$ cat src/hw/rtl/qmn_pkg.sv
`default_nettype none
package qmn_pkg;

    localparam int CompW     = 16;              // Q2.14 component
    localparam int ProdW     = 2 * CompW;       // one partial product, Q4.28
    localparam int SumW      = ProdW + 2;       // sum of four partial products
    localparam int FracQ     = 14;
    localparam int CW        = SumW - FracQ;    // rounded, unsaturated component
    localparam int AbsW      = CW - 1;          // magnitude of a rounded component
    localparam int SqW       = 2 * AbsW - 1;    // square of a rounded component
    localparam int MagW      = SqW + 2;         // sum of four squares, Q11.28
    localparam int RadShift  = 20;              // length comes out in Q.24
    localparam int RootW     = (MagW + RadShift + 1) / 2;
    localparam int FracR     = 24;
    localparam int NumW      = AbsW + FracR;
    localparam int QW        = 16;              // renormalized quotient
    localparam int TolW      = 29;
    localparam int OneShift  = 28;
    localparam int RoundBias = 1 << (FracQ - 1);

    localparam logic [TolW-1:0]         TolReset = TolW'(26844);
    localparam logic signed [CompW-1:0] OneQ14   = CompW'(16384);

    typedef enum logic [1:0] {
        MODE_PASS,
        MODE_IDENT,
        MODE_RENORM
    } t_mode;

    typedef struct packed {
        logic                    func;
        logic signed [CompW-1:0] left_x;
        logic signed [CompW-1:0] left_y;
        logic signed [CompW-1:0] left_z;
        logic signed [CompW-1:0] left_w;
        logic signed [CompW-1:0] right_x;
        logic signed [CompW-1:0] right_y;
        logic signed [CompW-1:0] right_z;
        logic signed [CompW-1:0] right_w;
    } t_in_beat;

    typedef struct packed {
        logic signed [CompW-1:0] result_x;
        logic signed [CompW-1:0] result_y;
        logic signed [CompW-1:0] result_z;
        logic signed [CompW-1:0] result_w;
        logic                    not_normalizable;
    } t_out_beat;

    // rounded product components travel with the item through the root and divide
    typedef struct packed {
        t_mode               mode;
        logic [3:0][CW-1:0]  c;
    } t_side;

    function automatic logic signed [CompW-1:0] sat_q14(input logic signed [CW-1:0] v);
        logic signed [CompW-1:0] r;
        if (v > $signed(CW'(32767))) begin
            r = CompW'(32767);
        end else if (v < -$signed(CW'(32768))) begin
            r = CompW'(32768);
        end else begin
            r = v[CompW-1:0];
        end
        return r;
    endfunction

endpackage
`default_nettype wire

$ cat src/hw/rtl/qmn_sqrt.sv
`default_nettype none
module qmn_sqrt #(
    parameter int SideW = 1
) (
    input  logic                          i_clk,
    input  logic                          i_rst_n,
    input  logic                          i_en,
    input  logic                          i_valid,
    input  logic [2*qmn_pkg::RootW-1:0]   i_rad,
    input  logic [SideW-1:0]              i_side,
    output logic                          o_valid,
    output logic [qmn_pkg::RootW-1:0]     o_root,
    output logic [SideW-1:0]              o_side
);
    import qmn_pkg::*;

    // one result bit per stage, restoring method
    logic [RootW-1:0]   r_rem  [RootW];
    logic [RootW-1:0]   r_res  [RootW];
    logic [2*RootW-1:0] r_rad  [RootW];
    logic [SideW-1:0]   r_side [RootW];
    logic [RootW-1:0]   r_valid;

    logic [RootW-1:0]   n_rem  [RootW];
    logic [RootW-1:0]   n_res  [RootW];
    logic [2*RootW-1:0] n_rad  [RootW];
    logic [SideW-1:0]   n_side [RootW];
    logic [RootW-1:0]   n_valid;

    always_comb begin
        logic [RootW-1:0]   rem_in;
        logic [RootW-1:0]   res_in;
        logic [2*RootW-1:0] rad_in;
        logic [RootW+1:0]   rem_sh;
        logic [RootW+1:0]   trial;
        for (int k = 0; k < RootW; k++) begin
            if (k == 0) begin
                rem_in     = '0;
                res_in     = '0;
                rad_in     = i_rad;
                n_side[k]  = i_side;
                n_valid[k] = i_valid;
            end else begin
                rem_in     = r_rem[k-1];
                res_in     = r_res[k-1];
                rad_in     = r_rad[k-1];
                n_side[k]  = r_side[k-1];
                n_valid[k] = r_valid[k-1];
            end
            rem_sh = {rem_in, rad_in[2*RootW-1 -: 2]};
            trial  = {res_in, 2'b01};
            if (rem_sh >= trial) begin
                n_rem[k] = RootW'(rem_sh - trial);
                n_res[k] = {res_in[RootW-2:0], 1'b1};
            end else begin
                n_rem[k] = rem_sh[RootW-1:0];
                n_res[k] = {res_in[RootW-2:0], 1'b0};
            end
            n_rad[k] = {rad_in[2*RootW-3:0], 2'b00};
        end
    end

    always_ff @(posedge i_clk) begin
        if (!i_rst_n) begin
            r_valid <= '0;
        end else if (i_en) begin
            r_valid <= n_valid;
        end
    end

    always_ff @(posedge i_clk) begin
        if (i_en) begin
            r_rem  <= n_rem;
            r_res  <= n_res;
            r_rad  <= n_rad;
            r_side <= n_side;
        end
    end

    assign o_valid = r_valid[RootW-1];
    assign o_root  = r_res[RootW-1];
    assign o_side  = r_side[RootW-1];

endmodule
`default_nettype wire

$ cat config.mk
export PLATFORM = sky130hd
export DESIGN_NAME = qmn_sqrt
export DESIGN_NICKNAME = d
export VERILOG_FILES = /design/src/hw/rtl/qmn_pkg.sv /design/src/hw/rtl/qmn_sqrt.sv
export SDC_FILE = /design/constraint.sdc
export NUM_CORES = 2
export LEC_CHECK = 0
export BUFFER_PORTS_ARGS = -buffer_cell sky130_fd_sc_hd__buf_4
export CORE_ASPECT_RATIO = 0.8
export CORE_UTILIZATION = 45
export CTS_BUF_LIST = sky130_fd_sc_hd__clkbuf_16
export DETAILED_ROUTE_END_ITERATION = 12
export REMOVE_ABC_BUFFERS = 1
export SYNTH_ARGS = -nofsm -noshare
export SYNTH_HDL_FRONTEND = slang
export SYNTH_SLANG_ARGS = --single-unit
export TNS_END_PERCENT = 100
$ cat constraint.sdc
create_clock -name i_clk -period 3.6 [get_ports i_clk]
set_input_delay 0.18 -clock i_clk [delete_from_list [all_inputs] [get_ports i_clk]]
set_output_delay 0.18 -clock i_clk [all_outputs]
set_load 0.02 [all_outputs]
==> out/results.txt <==
pin count of the biggest net entering global routing = 110
Nets = 8754
grt total ovfl = 0
setup violators final = 0
# IOs = 97
max_cap viols = 0
#FFs+latches synth = 2209
die area = 227000 µm²
Fin. Hold Viols = 0
synthesized area = 101000 µm²
most frequent cells in the layout = edfxtp_1, inv_1, ha_1, a21oi_1, nand2_1
origin of the worst setup path = r_rem[510]
HP Class = input pin to register
routed via count = 59900
PwrDens = 630 nW/µm²
CTS buffer count = 226
async set-or-reset flop fraction in the synthesized netlist = 0
# fillers = 18800
beginning of the worst hold path = i_rad[13]
EDFF count, synth = 2179
Worst Tran Pin Value = 0.864 ns
Worst EP required = 4.19 ns
Final Skew = 0.0692 ns
Die Span X = 532 µm
Layout area overhead = 14.5%
CP arrival = 4.06 ns
Inst Count DP = 10800
Top FF cell, synth = edfxtp_1
commonest non-fill, non-tap cell in the layout = edfxtp_1
failing checks = DRC
CORE AREA = 223000 µm²
Vias/cell = 5.28
Power Internal = 52.6 mW
Clock Power Share = 0.314
Sw Ratio = 0.279
routability-driven placement congestion ratio = 0.859
DRT Pass-1 Iters = 10
syn avg cell area = 13.2 µm²
layout cells sized above 1 = 0.0999
Final WS setup = 0.128 ns
first-pass GRT wire length = 324 mm
Comb pwr share = 0.213
Tot Pwr = 73.0 mW
reg2reg start = r_rem[510]
Crit Path Class = register to register
Die Y = 426 µm
Yosys cell types = 95
dpl hpwl = 145 mm
Max Fclk = 288 MHz
net switching power = 20.4 mW
pre-CTS WS = 0.0402 ns
footprint of the multi-input gates = 32600 µm²
register share of total power = 0.474
vias in the first global route = 58900
register area = 66000 µm²
outcome = finished, violations left
ranking of synthesized cells by area = edfxtp_1, ha_1, xnor2_1
area share of the largest cell type after synthesis = 0.646
DRT Wirelength = 204 mm
Clock Latency Late Sink = 0.87 ns
Max Buffers Root-to-Sink = 4
antenna cells = 0
crit-path max FO = 9
end-of-flow core utilization = 0.519
Slew HR = 0.418
Lkg Pwr = 44.9 nW
clk sinks = 2209
Slew Viols, Final = 0
port bufs = 96
final std cells w/o fill = 11400
# H-tree levels = 4
Critical Path End Type = register
DRT iter0 DRCs = 4066
Routed Antenna Nets = 0
post-synthesis sequential area ratio = 0.652
drt wl/cell = 18.0 µm
# DRC = 4
TNS Setup = 0 ns
Initial Util = 0.453
warnings from Yosys = 0
Period minus WS final = 3.47 ns
Worst setup SP type = register
maximum vdd drop = 0.440 mV
CTS tree = done
CTS Root Cell = clkbuf_16
fin crit share = 0.964
row count = 155
cells after synthesis = 7665
clock slew at reported path FFs = 0.06 ns
Synth area leader = edfxtp_1
GR Util All Layers = 0.179
antenna violations before repair = 0
synth_stat cells, types with 45 or more instances:
cell,number
inv_1,613
ha_1,500
nor3_1,166
a21oi_1,493
a21o_1,221
nor4_1,99
mux2_2,87
clkbuf_1,111
or3_1,63
o21ai_0,360
nand2_1,480
o31ai_1,56
o21a_1,98
nor2_1,441
xnor2_1,350
nand3_1,118
nor2b_1,121
edfxtp_1,2179
xor2_1,325
nand2b_1,90
a31oi_1,45
nand4_1,76
per-layer routing:
layer	routed length (µm)	track usage	vias to the layer above	share of wire
met5	0	0	-	0
met3	8260	0.0236	347	0.040
li1	-	-	29400	-
met4	5550	0.0530	0	0.027
met1	94200	0.245	29000	0.46
met2	96400	0.297	1175	0.47
timing repair:
item / 4_1_cts / 5_1_grt
buffers inserted: 0 / 5
resized for setup: 0 / 49
hold buffers: 119 / 0
hold endpoints to repair: 156 / 0
setup endpoints to repair: 0 / 185
critical path, stage by stage (launching register included):
cell and delay [ns]:
edfxtp_1 0.41, ha_1 0.37, o21a_1 0.15, o21a_1 0.19, o21ai_0 0.19, nand2b_1 0.15, and3b_1 0.21, or4b_2 0.61
and3_1 0.22, o21a_2 0.28, nor4_1 0.31, xor2_1 0.12
final cells by class:
class                      instances  share of cell area
inverter                         615              0.0199
tap                             2983              0.0322
timing repair buffer             433              0.0350
sequential                      2209               0.570
clock inverter                   180              0.0130
clock buffer                     227              0.0490
multi-input combinational       4704               0.281
path summary, 6_finish.rpt:
| kind | slack [ns] | endpoint | depth (start not counted) |
|---|---|---|---|
| worst max register to register | 0.13 | r_rem[503] | 11 |
| worst min register to register | 0.37 | r_rad[238] | 0 |
| worst min-delay path | 0.09 | n_rad[1697] | 2 |
| worst max-delay path | 0.13 | r_rem[503] | 11 |
registers in the layout (all words and copies together) (netlist names):
signal   count
n_side      29
o_side       1
o_root      30
r_rem      814
n_rad      812
r_valid     30
r_rad       58
r_res      435
cell families (layout without fill, tap and decap cells):
logic type               count (synthesis)  count (layout)  share of synthesized area
buffers and inverters                  752            1455                     0.0283
flip-flops                            2209            2209                      0.652
XOR/XNOR                               675             675                     0.0584
adder cells (fa/ha/maj)                500             500                     0.0618
other                                    1               1                  0.0000370
AND/OR/NAND/NOR                       1863            1863                     0.0912
AO/OA/AOI/OAI                         1535            1535                     0.0939
multiplexers                           130             130                     0.0140
per-stage QoR:
stage	cell area (µm²)	hold WS [ns]
6_report	116000	0.0910
5_1_grt	116000	0.0476
4_1_cts	116000	0.0103
3_5_place_dp	107000	0.359
3_3_place_gp	107000	0.358
2_1_floorplan	101000	0.279
power by group through the flow:
stage | clock network, mW | logic [mW] | registers (mW)
floorplan | 0 | 11.0 | 34.1
global placement | 0 | 14.9 | 35.1
detailed placement | 0 | 15.1 | 35.1
CTS | 23.6 | 15.3 | 34.6
global route | 24.6 | 17.3 | 34.9
finish | 22.9 | 15.5 | 34.6
Note: power is estimated with default switching activity, not from simulation.
